`config.mk`:
```
export PLATFORM = sky130hd
export DESIGN_NAME = spectrum_bar_peak_hold_renderer_unit_flat
export DESIGN_NICKNAME = d
export VERILOG_FILES = /design/src/hdl/sbph_pkg.sv /design/src/hdl/sbph_chan_if.sv /design/src/hdl/sbph_ram.sv /design/src/hdl/sbph_queue.sv /design/src/hdl/sbph_front.sv /design/src/hdl/sbph_back.sv /design/src/hdl/spectrum_bar_peak_hold_renderer_unit.sv /design/src/flat_wrapper.sv
export VERILOG_INCLUDE_DIRS = /design/src /design/src/hdl
export SDC_FILE = /design/constraint.sdc
export NUM_CORES = 2
export LEC_CHECK = 0
export ABC_AREA = 1
export BUFFER_PORTS_ARGS = -buffer_cell sky130_fd_sc_hd__buf_4
export CORE_UTILIZATION = 35
export CTS_BUF_LIST = sky130_fd_sc_hd__clkbuf_4
export DETAILED_ROUTE_END_ITERATION = 12
export HOLD_SLACK_MARGIN = 0.06
export PLACE_DENSITY_LB_ADDON = 0.05
export SLEW_MARGIN = 40
export SYNTH_ARGS = -nofsm -noshare
export SYNTH_HDL_FRONTEND = slang
export SYNTH_SLANG_ARGS = --single-unit
```
`constraint.sdc`:
```
create_clock -name clock -period 10 [get_ports clock]
set_input_delay 0.5 -clock clock [delete_from_list [all_inputs] [get_ports clock]]
set_output_delay 0.5 -clock clock [all_outputs]
set_load 0.02 [all_outputs]
```
`src/hdl/assert_macros.svh`:
```
// Assertion macros shared by the bar meter RTL
`ifndef ASSERT_MACROS_SVH
`define ASSERT_MACROS_SVH

// Same-cycle implication, checked on every rising clock edge outside reset
`define SBPH_ASSERT_SAME(label, pre, post, msg) \
   label: assert property (@(posedge clock) disable iff (reset) (pre) |-> (post)) \
      else $error(msg);

// Next-cycle implication, checked on every rising clock edge outside reset
`define SBPH_ASSERT_NEXT(label, pre, post, msg) \
   label: assert property (@(posedge clock) disable iff (reset) (pre) |=> (post)) \
      else $error(msg);

`endif

```
`src/hdl/sbph_pkg.sv`:
```
// Types, constants and register codes of the spectrum bar meter
`default_nettype none

package sbph_pkg;

   localparam int SBPH_BANDS  = 64;
   localparam int BAR_WIDTH   = 3;
   localparam int BAR_GAP     = 1;
   localparam int BAR_PITCH   = BAR_WIDTH + BAR_GAP;
   localparam int QUEUE_DEPTH = 4;
   localparam int QCNT_W      = $clog2(QUEUE_DEPTH + 1);
   localparam int LEVEL_W     = 8;
   localparam int WORD_W      = 2 * LEVEL_W;

   localparam logic        RST_DISPLAY_ENABLED = 1'b1;
   localparam logic [7:0]  RST_SEG_SIZE        = 8'd36;
   localparam logic [9:0]  RST_AREA_HEIGHT     = 10'd240;
   localparam logic [15:0] RST_LOW_COLOR       = 16'h07E0;
   localparam logic [15:0] RST_MEDIUM_COLOR    = 16'hFFE0;
   localparam logic [15:0] RST_HIGH_COLOR      = 16'hF800;
   localparam logic [15:0] RST_PEAK_COLOR      = 16'h07FF;
   localparam logic [15:0] RST_BACK_COLOR      = 16'h0000;

   localparam logic REQ_SAMPLE = 1'b0;
   localparam logic REQ_MARKER = 1'b1;

   typedef enum logic [2:0] {
      CSR_DISPLAY_ENABLED,
      CSR_SEG_SIZE,
      CSR_AREA_HEIGHT,
      CSR_LOW_COLOR,
      CSR_MEDIUM_COLOR,
      CSR_HIGH_COLOR,
      CSR_PEAK_COLOR,
      CSR_BACK_COLOR
   } csr_index_type;

   typedef enum logic [2:0] {
      PH_START,
      PH_ERASE,
      PH_BACK,
      PH_LOW,
      PH_MED,
      PH_HIGH
   } phase_type;

   typedef struct packed {
      logic       req_type;
      logic       channel;
      logic [5:0] band;
      logic [7:0] level;
   } req_item_type;

   typedef struct packed {
      logic [7:0]         rect_x;
      logic signed [11:0] rect_y;
      logic [1:0]         rect_width;
      logic [7:0]         rect_rows;
      logic [15:0]        rect_color;
      logic               last;
   } rsp_item_type;

   typedef struct packed {
      csr_index_type reg_index;
      logic [15:0]   wr_data;
   } csr_write_type;

   typedef struct packed {
      logic        display_enabled;
      logic [7:0]  seg_size;
      logic [9:0]  area_height;
      logic [15:0] low_color;
      logic [15:0] medium_color;
      logic [15:0] high_color;
      logic [15:0] peak_color;
      logic [15:0] back_color;
   } cfg_type;

   // One classified item waiting for the draw sequencer
   typedef struct packed {
      logic               marker;
      logic               channel;
      logic [5:0]         band;
      logic [LEVEL_W-1:0] peak;
      logic [LEVEL_W-1:0] now_level;
      logic [LEVEL_W-1:0] next_level;
      logic               falling;
   } cmd_entry_type;

endpackage

`default_nettype wire

```
`src/hdl/sbph_chan_if.sv`:
```
// Valid/ready channel interface carrying one item type
`default_nettype none

interface sbph_chan_if #(parameter type payload_type = logic) ();
   logic        valid;
   logic        ready;
   payload_type data;

   modport source (output valid, output data, input ready);
   modport sink (input valid, input data, output ready);
endinterface

`default_nettype wire

```
`src/hdl/sbph_ram.sv`:
```
// Generic single-write, single-read RAM with registered read data
`default_nettype none

module sbph_ram #(
   parameter int WIDTH = 16,
   parameter int DEPTH = 128
) (
   input  logic                     clock,
   input  logic                     wr_en,
   input  logic [$clog2(DEPTH)-1:0] wr_addr,
   input  logic [WIDTH-1:0]         wr_data,
   input  logic                     rd_en,
   input  logic [$clog2(DEPTH)-1:0] rd_addr,
   output logic [WIDTH-1:0]         rd_data
);

   logic [WIDTH-1:0] mem_ff [DEPTH];
   logic [WIDTH-1:0] rd_data_ff;

   always_ff @(posedge clock) begin
      if (wr_en) begin
         mem_ff[wr_addr] <= wr_data;
      end
      if (rd_en) begin
         rd_data_ff <= mem_ff[rd_addr];
      end
   end

   assign rd_data = rd_data_ff;

endmodule

`default_nettype wire

```
`src/hdl/sbph_queue.sv`:
```
// Short queue of classified items between the front and the draw sequencer
`default_nettype none
`include "assert_macros.svh"

module sbph_queue import sbph_pkg::*; (
   input  logic              clock,
   input  logic              reset,
   input  logic              push,
   input  cmd_entry_type     push_entry,
   input  logic              pop,
   output logic              head_valid,
   output cmd_entry_type     head_entry,
   output logic [QCNT_W-1:0] count
);

   localparam int PTR_W = $clog2(QUEUE_DEPTH);

   cmd_entry_type     entries_ff [QUEUE_DEPTH];
   logic [PTR_W-1:0]  wr_ptr_ff;
   logic [PTR_W-1:0]  rd_ptr_ff;
   logic [QCNT_W-1:0] count_ff;

   always_ff @(posedge clock) begin
      if (reset) begin
         wr_ptr_ff <= '0;
         rd_ptr_ff <= '0;
         count_ff  <= '0;
      end else begin
         if (push) begin
            wr_ptr_ff <= wr_ptr_ff + PTR_W'(1);
         end
         if (pop) begin
            rd_ptr_ff <= rd_ptr_ff + PTR_W'(1);
         end
         if (push && !pop) begin
            count_ff <= count_ff + QCNT_W'(1);
         end else if (pop && !push) begin
            count_ff <= count_ff - QCNT_W'(1);
         end
      end
   end

   always_ff @(posedge clock) begin
      if (push) begin
         entries_ff[wr_ptr_ff] <= push_entry;
      end
   end

   assign head_valid = (count_ff != '0);
   assign head_entry = entries_ff[rd_ptr_ff];
   assign count      = count_ff;

   `SBPH_ASSERT_SAME(a_no_push_full, push, count_ff != QCNT_W'(QUEUE_DEPTH), "push into full queue")
   `SBPH_ASSERT_SAME(a_no_pop_empty, pop, count_ff != '0, "pop from empty queue")

endmodule

`default_nettype wire

```
`src/hdl/sbph_front.sv`:
```
// Front end: accepts items, updates level and peak store, classifies for drawing
`default_nettype none
`include "assert_macros.svh"

module sbph_front import sbph_pkg::*; #(
   parameter int BANDS = SBPH_BANDS
) (
   input  logic              clock,
   input  logic              reset,
   sbph_chan_if.sink         req,
   input  cfg_type           cfg,
   input  logic [QCNT_W-1:0] q_count,
   output logic              push,
   output cmd_entry_type     push_entry
);

   localparam int DEPTH = 2 * BANDS;
   localparam int IDX_W = $clog2(DEPTH);
   localparam logic [IDX_W-1:0] CLR_LAST = IDX_W'(DEPTH - 1);

   logic               clr_active_ff;
   logic [IDX_W-1:0]   clr_addr_ff;
   logic               accept;
   logic               in_range;
   logic [IDX_W-1:0]   idx_in;
   logic               b_valid_ff;
   req_item_type       b_item_ff;
   logic [IDX_W-1:0]   b_idx_ff;
   logic               fwd_valid_ff;
   logic [IDX_W-1:0]   fwd_idx_ff;
   logic [WORD_W-1:0]  fwd_data_ff;
   logic [WORD_W-1:0]  rd_data;
   logic [WORD_W-1:0]  b_word;
   logic [LEVEL_W-1:0] b_peak;
   logic [LEVEL_W-1:0] b_now;
   logic [LEVEL_W-1:0] new_peak;
   logic               item_wr;
   logic [WORD_W-1:0]  item_word;
   logic               wr_en;
   logic [IDX_W-1:0]   wr_addr;
   logic [WORD_W-1:0]  wr_data;

   // Room for the item in stage B plus the new one
   assign req.ready = !clr_active_ff &&
      (({1'b0, q_count} + (QCNT_W + 1)'(b_valid_ff)) < (QCNT_W + 1)'(QUEUE_DEPTH));
   assign accept   = req.valid && req.ready;
   assign in_range = int'(req.data.band) < BANDS;
   assign idx_in   = req.data.channel ? IDX_W'(BANDS + int'(req.data.band))
                                      : IDX_W'(req.data.band);

   sbph_ram #(
      .WIDTH (WORD_W),
      .DEPTH (DEPTH)
   ) u_store (
      .clock   (clock),
      .wr_en   (wr_en),
      .wr_addr (wr_addr),
      .wr_data (wr_data),
      .rd_en   (accept),
      .rd_addr (idx_in),
      .rd_data (rd_data)
   );

   always_ff @(posedge clock) begin
      if (reset) begin
         clr_active_ff <= 1'b1;
         clr_addr_ff   <= '0;
      end else if (clr_active_ff) begin
         clr_addr_ff <= clr_addr_ff + IDX_W'(1);
         if (clr_addr_ff == CLR_LAST) begin
            clr_active_ff <= 1'b0;
         end
      end
   end

   always_ff @(posedge clock) begin
      if (reset) begin
         b_valid_ff <= 1'b0;
      end else begin
         // drop bands outside the store here
         b_valid_ff <= accept && in_range;
      end
   end

   always_ff @(posedge clock) begin
      if (accept) begin
         b_item_ff <= req.data;
         b_idx_ff  <= idx_in;
      end
   end

   // Take the last written word when the store read raced with that write
   always_comb begin
      if (fwd_valid_ff && fwd_idx_ff == b_idx_ff) begin
         b_word = fwd_data_ff;
      end else begin
         b_word = rd_data;
      end
      b_peak = b_word[WORD_W-1:LEVEL_W];
      b_now  = b_word[LEVEL_W-1:0];
      if (b_peak < b_item_ff.level) begin
         new_peak = b_item_ff.level;
      end else if (b_peak != '0) begin
         new_peak = b_peak - LEVEL_W'(1);
      end else begin
         new_peak = '0;
      end
   end

   assign item_wr   = b_valid_ff && (b_item_ff.req_type == REQ_SAMPLE);
   assign item_word = cfg.display_enabled ? {new_peak, b_item_ff.level}
                                          : {b_peak, b_item_ff.level};
   assign wr_en     = clr_active_ff || item_wr;
   assign wr_addr   = clr_active_ff ? clr_addr_ff : b_idx_ff;
   assign wr_data   = clr_active_ff ? '0 : item_word;

   always_ff @(posedge clock) begin
      if (reset) begin
         fwd_valid_ff <= 1'b0;
      end else if (clr_active_ff) begin
         fwd_valid_ff <= 1'b0;
      end else if (item_wr) begin
         fwd_valid_ff <= 1'b1;
      end
   end

   always_ff @(posedge clock) begin
      if (item_wr) begin
         fwd_idx_ff  <= b_idx_ff;
         fwd_data_ff <= item_word;
      end
   end

   assign push = b_valid_ff && cfg.display_enabled;

   always_comb begin
      push_entry.marker     = (b_item_ff.req_type == REQ_MARKER);
      push_entry.channel    = b_item_ff.channel;
      push_entry.band       = b_item_ff.band;
      push_entry.peak       = b_peak;
      push_entry.now_level  = b_now;
      push_entry.next_level = b_item_ff.level;
      push_entry.falling    = (b_now >= b_item_ff.level);
   end

   `SBPH_ASSERT_NEXT(a_clear_ends, clr_active_ff && clr_addr_ff == CLR_LAST, !clr_active_ff, "clear pass overran")
   `SBPH_ASSERT_SAME(a_no_item_in_clear, clr_active_ff, !b_valid_ff, "item in flight during clear pass")

endmodule

`default_nettype wire

```
`src/hdl/sbph_back.sv`:
```
// Back end: sequences rectangle commands for each queued item
`default_nettype none
`include "assert_macros.svh"

module sbph_back import sbph_pkg::*; (
   input  logic          clock,
   input  logic          reset,
   input  cfg_type       cfg,
   input  logic          head_valid,
   input  cmd_entry_type head,
   output logic          pop,
   sbph_chan_if.source   rsp
);

   phase_type    phase_ff;
   phase_type    phase_in;
   phase_type    cur_phase;
   phase_type    after_phase;
   logic         rsp_valid_ff;
   rsp_item_type rsp_data_ff;
   rsp_item_type cmd;
   logic         load;
   logic [11:0]  base_up_ff;
   logic [11:0]  base_down_ff;
   logic [11:0]  three_s;
   logic [11:0]  s12;
   logic [11:0]  two_s12;
   logic [11:0]  pk12;
   logic [11:0]  now12;
   logic [11:0]  next12;
   logic [7:0]   low8;
   logic [7:0]   med8;
   logic [7:0]   hi8;
   logic [11:0]  y12;

   assign s12     = 12'(cfg.seg_size);
   assign two_s12 = {s12[10:0], 1'b0};
   assign three_s = two_s12 + s12;

   // Base rows follow registers; user sets those only while idle, unchecked
   always_ff @(posedge clock) begin
      base_up_ff   <= three_s + 12'd1;
      base_down_ff <= 12'(cfg.area_height) - three_s - 12'd1;
   end

   assign load = head_valid && (!rsp_valid_ff || rsp.ready);
   assign pop  = load && cmd.last;

   always_ff @(posedge clock) begin
      if (reset) begin
         phase_ff <= PH_START;
      end else begin
         phase_ff <= phase_in;
      end
   end

   always_comb begin
      pk12   = 12'(head.peak);
      now12  = 12'(head.now_level);
      next12 = 12'(head.next_level);
      low8   = (head.next_level > cfg.seg_size) ? cfg.seg_size : head.next_level;
      med8   = ({1'b0, head.next_level} > {cfg.seg_size, 1'b0}) ? cfg.seg_size
               : head.next_level - cfg.seg_size;
      hi8    = 8'({1'b0, head.next_level} - {cfg.seg_size, 1'b0});

      if (phase_ff != PH_START) begin
         cur_phase = phase_ff;
      end else if (head.marker || head.peak != '0) begin
         cur_phase = PH_ERASE;
      end else if (head.falling) begin
         cur_phase = PH_BACK;
      end else begin
         cur_phase = PH_LOW;
      end

      cmd.rect_x     = 8'(14'(head.band) * 14'(BAR_PITCH));
      cmd.rect_width = 2'(BAR_WIDTH);
      y12            = '0;
      cmd.rect_rows  = '0;
      cmd.rect_color = cfg.back_color;
      cmd.last       = 1'b1;
      after_phase    = PH_START;

      case (cur_phase)
         PH_ERASE: begin
            y12 = head.channel ? base_down_ff + pk12 : base_up_ff - pk12 - 12'd1;
            cmd.rect_rows  = 8'd1;
            cmd.rect_color = head.marker ? cfg.peak_color : cfg.back_color;
            cmd.last       = head.marker;
            after_phase    = head.falling ? PH_BACK : PH_LOW;
         end
         PH_BACK: begin
            y12 = head.channel ? base_down_ff + next12 : base_up_ff - now12;
            cmd.rect_rows  = head.now_level - head.next_level;
            cmd.rect_color = cfg.back_color;
            cmd.last       = 1'b1;
         end
         PH_LOW: begin
            y12 = head.channel ? base_down_ff : base_up_ff - 12'(low8);
            cmd.rect_rows  = low8;
            cmd.rect_color = cfg.low_color;
            cmd.last       = (low8 != cfg.seg_size);
            after_phase    = PH_MED;
         end
         PH_MED: begin
            y12 = head.channel ? base_down_ff + s12 : base_up_ff - s12 - 12'(med8);
            cmd.rect_rows  = med8;
            cmd.rect_color = cfg.medium_color;
            cmd.last       = (med8 != cfg.seg_size);
            after_phase    = PH_HIGH;
         end
         PH_HIGH: begin
            y12 = head.channel ? base_down_ff + two_s12 : base_up_ff - next12;
            cmd.rect_rows  = hi8;
            cmd.rect_color = cfg.high_color;
            cmd.last       = 1'b1;
         end
         default: begin
            y12 = '0;
         end
      endcase
      cmd.rect_y = $signed(y12);

      phase_in = phase_ff;
      if (load) begin
         phase_in = cmd.last ? PH_START : after_phase;
      end
   end

   always_ff @(posedge clock) begin
      if (reset) begin
         rsp_valid_ff <= 1'b0;
      end else if (load) begin
         rsp_valid_ff <= 1'b1;
      end else if (rsp.ready) begin
         rsp_valid_ff <= 1'b0;
      end
   end

   always_ff @(posedge clock) begin
      if (load) begin
         rsp_data_ff <= cmd;
      end
   end

   assign rsp.valid = rsp_valid_ff;
   assign rsp.data  = rsp_data_ff;

   `SBPH_ASSERT_NEXT(a_pop_on_last, pop, rsp_valid_ff && rsp_data_ff.last, "item retired without last command")
   `SBPH_ASSERT_SAME(a_head_held, phase_ff != PH_START, head_valid, "sequencer mid-item with empty queue")

endmodule

`default_nettype wire

```
`src/hdl/spectrum_bar_peak_hold_renderer_unit.sv`:
```
// Top level of the spectrum bar meter with peak hold, emitting rectangle commands.
// Path: an accepted item is registered in stage B, the queue and the command register.
// Throughput: one command per cycle while an item is queued and rsp is ready; a sample
// item gives 1 to 4, a marker 1 (display on), so the draw sequencer sets the item rate.
// Reset: registers take their defaults; a clearing pass over all 2*BANDS words zeroes the
// level and peak store, and no item is accepted until it ends.
`default_nettype none

module spectrum_bar_peak_hold_renderer_unit import sbph_pkg::*; #(
   parameter int BANDS = SBPH_BANDS
) (
   input  logic        clock,
   input  logic        reset,
   sbph_chan_if.sink   req_ch,
   sbph_chan_if.source rsp_ch,
   sbph_chan_if.sink   csr_ch
);

   cfg_type           cfg_ff;
   logic              push;
   cmd_entry_type     push_entry;
   logic              pop;
   logic              head_valid;
   cmd_entry_type     head_entry;
   logic [QCNT_W-1:0] q_count;
   csr_write_type     csr_wr;

   assign csr_ch.ready = 1'b1;
   assign csr_wr       = csr_ch.data;

   always_ff @(posedge clock) begin
      if (reset) begin
         cfg_ff.display_enabled <= RST_DISPLAY_ENABLED;
         cfg_ff.seg_size        <= RST_SEG_SIZE;
         cfg_ff.area_height     <= RST_AREA_HEIGHT;
         cfg_ff.low_color       <= RST_LOW_COLOR;
         cfg_ff.medium_color    <= RST_MEDIUM_COLOR;
         cfg_ff.high_color      <= RST_HIGH_COLOR;
         cfg_ff.peak_color      <= RST_PEAK_COLOR;
         cfg_ff.back_color      <= RST_BACK_COLOR;
      end else if (csr_ch.valid) begin
         case (csr_wr.reg_index)
            CSR_DISPLAY_ENABLED: cfg_ff.display_enabled <= csr_wr.wr_data[0];
            CSR_SEG_SIZE:        cfg_ff.seg_size        <= csr_wr.wr_data[7:0];
            CSR_AREA_HEIGHT:     cfg_ff.area_height     <= csr_wr.wr_data[9:0];
            CSR_LOW_COLOR:       cfg_ff.low_color       <= csr_wr.wr_data;
            CSR_MEDIUM_COLOR:    cfg_ff.medium_color    <= csr_wr.wr_data;
            CSR_HIGH_COLOR:      cfg_ff.high_color      <= csr_wr.wr_data;
            CSR_PEAK_COLOR:      cfg_ff.peak_color      <= csr_wr.wr_data;
            CSR_BACK_COLOR:      cfg_ff.back_color      <= csr_wr.wr_data;
            default: begin
            end
         endcase
      end
   end

   sbph_front #(
      .BANDS (BANDS)
   ) u_front (
      .clock      (clock),
      .reset      (reset),
      .req        (req_ch),
      .cfg        (cfg_ff),
      .q_count    (q_count),
      .push       (push),
      .push_entry (push_entry)
   );

   sbph_queue u_queue (
      .clock      (clock),
      .reset      (reset),
      .push       (push),
      .push_entry (push_entry),
      .pop        (pop),
      .head_valid (head_valid),
      .head_entry (head_entry),
      .count      (q_count)
   );

   sbph_back u_back (
      .clock      (clock),
      .reset      (reset),
      .cfg        (cfg_ff),
      .head_valid (head_valid),
      .head       (head_entry),
      .pop        (pop),
      .rsp        (rsp_ch)
   );

endmodule

`default_nettype wire

```
`src/flat_wrapper.sv`:
```
// flat-port wrapper written by rule: the top's interface ports become plain ports
module spectrum_bar_peak_hold_renderer_unit_flat import sbph_pkg::*;
#(
   parameter int BANDS = SBPH_BANDS
)
  (clock, reset, req_ch_valid, req_ch_data, req_ch_ready, rsp_ch_valid, rsp_ch_data, rsp_ch_ready, csr_ch_valid, csr_ch_data, csr_ch_ready);
  sbph_chan_if #(.payload_type(req_item_type)) req_ch_i ();
  sbph_chan_if #(.payload_type(rsp_item_type)) rsp_ch_i ();
  sbph_chan_if #(.payload_type(csr_write_type)) csr_ch_i ();
  input  logic clock;
  input  logic reset;
  input wire logic [$bits(req_ch_i.valid)-1:0] req_ch_valid;
  input wire logic [$bits(req_ch_i.data)-1:0] req_ch_data;
  output wire logic [$bits(req_ch_i.ready)-1:0] req_ch_ready;
  output wire logic [$bits(rsp_ch_i.valid)-1:0] rsp_ch_valid;
  output wire logic [$bits(rsp_ch_i.data)-1:0] rsp_ch_data;
  input wire logic [$bits(rsp_ch_i.ready)-1:0] rsp_ch_ready;
  input wire logic [$bits(csr_ch_i.valid)-1:0] csr_ch_valid;
  input wire logic [$bits(csr_ch_i.data)-1:0] csr_ch_data;
  output wire logic [$bits(csr_ch_i.ready)-1:0] csr_ch_ready;
  assign req_ch_i.valid = req_ch_valid;
  assign req_ch_i.data = req_ch_data;
  assign req_ch_ready = req_ch_i.ready;
  assign rsp_ch_valid = rsp_ch_i.valid;
  assign rsp_ch_data = rsp_ch_i.data;
  assign rsp_ch_i.ready = rsp_ch_ready;
  assign csr_ch_i.valid = csr_ch_valid;
  assign csr_ch_i.data = csr_ch_data;
  assign csr_ch_ready = csr_ch_i.ready;
  spectrum_bar_peak_hold_renderer_unit #(.BANDS(BANDS)) u_core (.clock(clock), .reset(reset), .req_ch(req_ch_i), .rsp_ch(rsp_ch_i), .csr_ch(csr_ch_i));
endmodule
```
# [Word level (Yosys, flattened, before mapping)]
# Memories as Yosys holds them, arrays and structs flattened. A register that Yosys moved wholly into a read port is not among the register bits.
# Cells that the tools add are included.
[word_totals] reg_bits=233 latchBits=0 ramBits=2180 romBits=0 inputBits=40 out_inout_bits=50 word_cells=147 n_memories=2
[classes] n_addsub=26 multipliers=0 n_div=0 magnitude_cmp=5 eq_ne=16 shift=0 mux=34 bitwise=1 n_reduce_logical=32
[mem_list] memory="u_core.u_front.u_store.mem_ff" words=128 word_bits=16 read_ports=1 rd_ports_with_merged_regs=1 wr=1 line_no="sbph_ram.sv:17" source="logic [WIDTH-1:0] mem_ff [DEPTH];"
[mem_list] memory="u_core.u_queue.entries_ff" words=4 word_bits=33 read_ports=1 rd_ports_with_merged_regs=1 wr=1 line_no="sbph_queue.sv:18" source="cmd_entry_type entries_ff [QUEUE_DEPTH];"
[op_table] op="$pmux W25 S5" n=1
[op_table] op="$sub A12 B8 Y12" n=6
[op_table] op="$mux W16" n=4
[op_table] op="$mux W12" n=5
[op_table] op="$pmux W12 S5" n=1
[op_table] op="$add A12 B8 Y12" n=3
[op_table] op="$mux W8" n=4
[op_table] op="$sub A12 B1 Y12 const B" n=2
[op_table] op="$sub A8 B8 Y8" n=3
[op_table] op="$eq A3 B3 Y1 const B" n=6
[op_table] op="$ne A8 B8 Y1" n=2
[op_table] op="$reduce_and A2 Y1" n=8
[op_table] op="$reduce_bool A8 Y1" n=2
[op_table] op="$mux W7" n=2
[op_table] op="$add A12 B1 Y12 const B" n=1
[op_table] op="$add A12 B9 Y12" n=1
[op_table] op="$eq A3 B2 Y1 const B" n=4
[op_table] op="$mux W3" n=4
[op_table] op="$sub A10 B12 Y12" n=1
[op_table] op="$add A9 B8 Y10" n=1
[op_table] op="$gt A8 B9 Y1" n=1
[op_table] op="$logic_and A1 B1 Y1" n=9
[op_table] op="$mux W1" n=9
[op_table] op="$pmux W3 S3" n=1
[op_table] op="other kinds (22)" n=33

# [Logic depth before layout (Yosys ltp)]
[logic_depth] depth_word=10 depth_mapped=40 mapped_depth_nobuf=37

# [Hierarchy]
# From an unflattened synthesis, not the netlist that was laid out.
[hier_totals] hier_cells=9631 hier_area_um2=105433.6
[by_module_without_submodules] mod="sbph_ram" n_inst=1 cells_each=6793 area_per_inst_um2=82988.3 seq_area_each_um2=61979.4
[by_module_without_submodules] mod="sbph_back" n_inst=1 cells_each=1525 area_per_inst_um2=10069.7 seq_area_each_um2=1831.8
[by_module_without_submodules] mod="sbph_queue" n_inst=1 cells_each=377 area_per_inst_um2=5363.9 seq_area_each_um2=4144.0
[by_module_without_submodules] mod="spectrum_bar_peak_hold_renderer_unit" n_inst=1 cells_each=529 area_per_inst_um2=3816.2 seq_area_each_um2=1981.9
[by_module_without_submodules] mod="sbph_front" n_inst=1 cells_each=407 area_per_inst_um2=3195.6 seq_area_each_um2=1371.3

# [Worst setup path before layout]
# OpenSTA, ideal clock, no wires.
[synth_path] path_kind="reg-to-reg" start="register, netlist name u_core.u_front.push_entry[25]" end="memory u_core.u_front.u_store.mem_ff[0][12], data pin" setup_ns=0.890 arrival_time_ns=6.425 required_ns=9.110 path_slack_ns=2.686 path_stages_with_launch=19 n_path_buf=2 synth_period_minus_slack_ns=7.314 path_cell_list="edfxtp_1 inv_1 or2_0 nand4_1 nor2_1 nand2_1 buf_4 buf_6 nand2_1 o21ai_1 inv_1 ha_1 nand2_1 nor2_1 a211oi_1 nand2_2 nand2_1 nand3_2 a21oi_1"
[synth_lines] item="end: declaration" line_no="sbph_ram.sv:17"

==> metrics <==
largest net degree at the start of global routing=160; cell internal pwr=16.8 mW; Nets=9556; Total Routing Usage GR=a little under a quarter; H-tree levels=6; DR WL/cell=26.1 µm; Placement Rows=198; Fin. Hold Viols=0; outcome=complete, no violations; router iterations before antenna repair=6; clk_lat worst skew=1.56 ns; Logic pwr share=13.2%; crit start category=flop; CP max stage delay=0.74 ns; class of the worst hold path=in2reg; die footprint=slightly below 300000 µm²; Max-slew headroom=between 40% and 50%; Reg clk slew, reported paths=0.07 ns; average cell area after synthesis=11.7 µm²; first-pass GRT wire length=511000 µm; Async S/R FF share, synth=0%; CTS sink count=approximately 2400; Crit path top cell by count=nand2_1; Pleak=40.9 nW; Die Span X=543 µm; Mapped Area=102000 µm²; Syn. warnings=0; Pwr Density=198 nW/µm²; RePlAce Congestion=0.869; reg2reg setup slack=3.94 ns; minimum clock period=6.06 ns; CTS Buf Count=about 680; I/O pins=90; Net Sw Frac=28.1%; pre-CTS setup slack=~4.0 ns; Setup violations, final=0; vias in the first global route=70700; initial antenna violation count=17; DP HPWL=roughly 210000 µm; Setup crit end kind=flop; Max VDD drop=approximately 0.11 mV; worst slew pin tran=0.851 ns; Arr. time, crit path=7.20 ns; Fin Clk Skew=0.137 ns; Hold WS=0.249 ns; Worst EP required=11.14 ns; Die H=543 µm; fin area=118000 µm²; Post-synth EDFFs=2278; antenna-violating nets left=0; Post-Route WL=359000 µm; met1 WL=162000 µm; grt total ovfl=0; clock share of power=between 30% and 40%; Final Cycle Share=60.6%; top routing layer in use=met5; fmax=165 MHz; post-synth cell types=63; Slowest-stage cell, CP=buf_4; Synth Register Bits=around 2400; Pins Over Slew Limit=0; DRC viols=0; CTS tree=built; met2 routed WL=168000 µm; post-synthesis sequential area ratio=69.6%; Switching Power=around 6.6 mW; sequential share of power=between 40% and 50%; CP max FO=68; root buffer cell=clkbuf_4; Crit Path Class=reg2reg; layout cells sized above 1=approximately 16%; Syn Inst Count=8774; IO buf count=84; Primary FF master, synth=edfxtp_1; worst setup margin=between 3 and 4 ns; DR vias=about 73000; Initial Util=a little over a third; metal3 WL=19600 µm; CTS max path bufs=4; 1st-iter DRT viols=about 6100; total of max-cap violations=0; core footprint=291000 µm²; placed cell areas=109000 µm²; via/cell ratio=around 5.3; Layout area overhead=15.4%; setup TNS=0 ns; CP Cell Sequence=inv_1 -> or2_0 -> nand4_1 -> nor2_1 -> nand2_1 -> o21ai_1 -> inv_1 -> ha_1 -> nand2_1 -> nor2_1 -> a211oi_2 -> nand2_2 -> nand2_1 -> nand3_1 -> a21oi_4 -> buf_4 -> buf_4; RSZ-0062 raised after global routing=false; Core Util, Final=40.6%
-- cells by family (layout without fill, tap and decap cells) --
| group | count (synthesis) | count (layout) | synth area share, % |
|---|---|---|---|
| simple gates | 2832 | 2832 | 11.1 |
| buf+inv | 855 | 1913 | 3.41 |
| flops | 2423 | 2423 | 69.6 |
| mux | 9 | 9 | 0.0966 |
| xor+xnor | 52 | 52 | 0.445 |
| other cells | 2 | 13 | 0.00734 |
| fa+ha+maj | 160 | 160 | 2.10 |
| compound gates | 2441 | 2441 | 13.2 |
-- flip-flops by register name, summed over array words and instances (netlist names), 7 cells and up, named ones only --
signal and flops:
u_core.u_back.base_up_ff 11, u_core.u_front.u_store.rd_data 16, u_core.u_back.base_down_ff 12, u_core.u_front.fwd_idx_ff 7
u_core.u_front.clr_addr_ff 7, u_core.u_front.push_entry 15, u_core.cfg_ff 99, u_core.u_back.rsp.data 43
u_core.u_front.fwd_data_ff 16, u_core.u_front.u_store.mem_ff 2048, u_core.u_queue.entries_ff 132
-- area by class of cell --
type | instances | area (µm²)
clock inverters | 162 | 1020
multi-input cells | 5499 | 28100
clock buffers | 996 | 7480
well taps | 3900 | 4880
diodes | 8 | 20.0
fillers | 28200 | 173000
flip-flops and latches | 2423 | 71300
repair buffers | 445 | 4080
inverters | 310 | 1190
-- Yosys cell counts, types with 7 or more instances --
library cell / count / area share [%]
o32ai_1: 31 / 0.27
a22oi_1: 18 / 0.13
xor2_1: 40 / 0.34
o21bai_1: 10 / 0.073
buf_1: 15 / 0.055
nor2_1: 1776 / 6.5
xnor2_1: 12 / 0.10
dfxtp_1: 145 / 2.8
nor3_1: 31 / 0.15
fa_1: 20 / 0.39
o21ai_1: 47 / 0.23
a21oi_1: 159 / 0.78
buf_4: 19 / 0.14
ha_1: 140 / 1.7
nand2_1: 692 / 2.5
nand4_1: 42 / 0.26
mux2_2: 7 / 0.077
inv_1: 285 / 1.0
nand3_2: 7 / 0.068
or2_2: 15 / 0.092
a32oi_1: 9 / 0.077
edfxtp_1: 2278 / 67
inv_2: 21 / 0.077
clkbuf_1: 399 / 1.5
nand3_1: 219 / 1.1
a211oi_1: 8 / 0.059
o2111ai_1: 14 / 0.12
o22ai_1: 645 / 3.9
buf_6: 12 / 0.13
o21ai_0: 1444 / 7.1
nand2_2: 14 / 0.086
o211ai_1: 12 / 0.088
buf_2: 100 / 0.49
-- through the flow --
stage               std cells  power [mW]
CTS                     13700        23.7
floorplan                8777        13.3
finish                  13700        23.4
detailed placement      12500        14.5
global placement        12500        14.5
global route            13700        24.5
-- power groups by stage --
stage               Sequential (mW)  Combinational [mW]  Clock, mW
finish                         11.2                3.09       9.06
global route                   11.2                3.40       9.86
CTS                            11.2                3.10       9.37
detailed placement             11.4                3.06          0
global placement               11.4                3.05          0
floorplan                      11.4                1.90          0
-- cells in the final DEF, fill, tap and decap left out, drive strengths merged, types with 37 or more instances in the layout --
| cell type | synthesis | layout |
|---|---|---|
| a21oi | 166 | 166 |
| buf | 146 | 351 |
| clkbuf | 399 | 996 |
| clkinv | 4 | 124 |
| dfxtp | 145 | 145 |
| dlygate4sd3 | 0 | 94 |
| edfxtp | 2278 | 2278 |
| ha | 140 | 140 |
| inv | 306 | 329 |
| nand2 | 712 | 712 |
| nand3 | 226 | 226 |
| nand4 | 42 | 42 |
| nor2 | 1782 | 1782 |
| nor3 | 37 | 37 |
| o21ai | 1494 | 1494 |
| o22ai | 645 | 645 |
| xor2 | 40 | 40 |
-- worst max-delay path: cells and delay by family (launching register included) --
family	cells	cell delay, ns
AO/OA/AOI/OAI	3	1.13
adder cells (fa/ha/maj)	1	0.36
buffers and inverters	4	1.56
flip-flops	1	0.47
AND/OR/NAND/NOR	9	1.90
-- worst paths after layout --
check / startpoint / endpoint / depth (start not counted)
max: u_core.u_front.push_entry[25] / u_core.u_front.u_store.mem_ff[84][10] / 17
min: req_ch_data[6] / u_core.u_front.push_entry[7] / 3
min reg2reg: u_core.cfg_ff[54] / u_core.cfg_ff[54] / 2
max reg2reg: u_core.u_front.push_entry[25] / u_core.u_front.u_store.mem_ff[84][10] / 17
-- repair_timing --
item,CTS,global route
endpoints found under the hold margin,228,1
gates resized for setup,0,0
setup buffers,0,0
hold buffers,95,1
-- per-layer routing --
metal  vias up  GRT usage, %
met1     36900          33.1
met5         -             0
met3       556          3.59
met2      2458          38.2
li1      33500             -
met4        10          7.29
(Power assumes the default switching activity.)
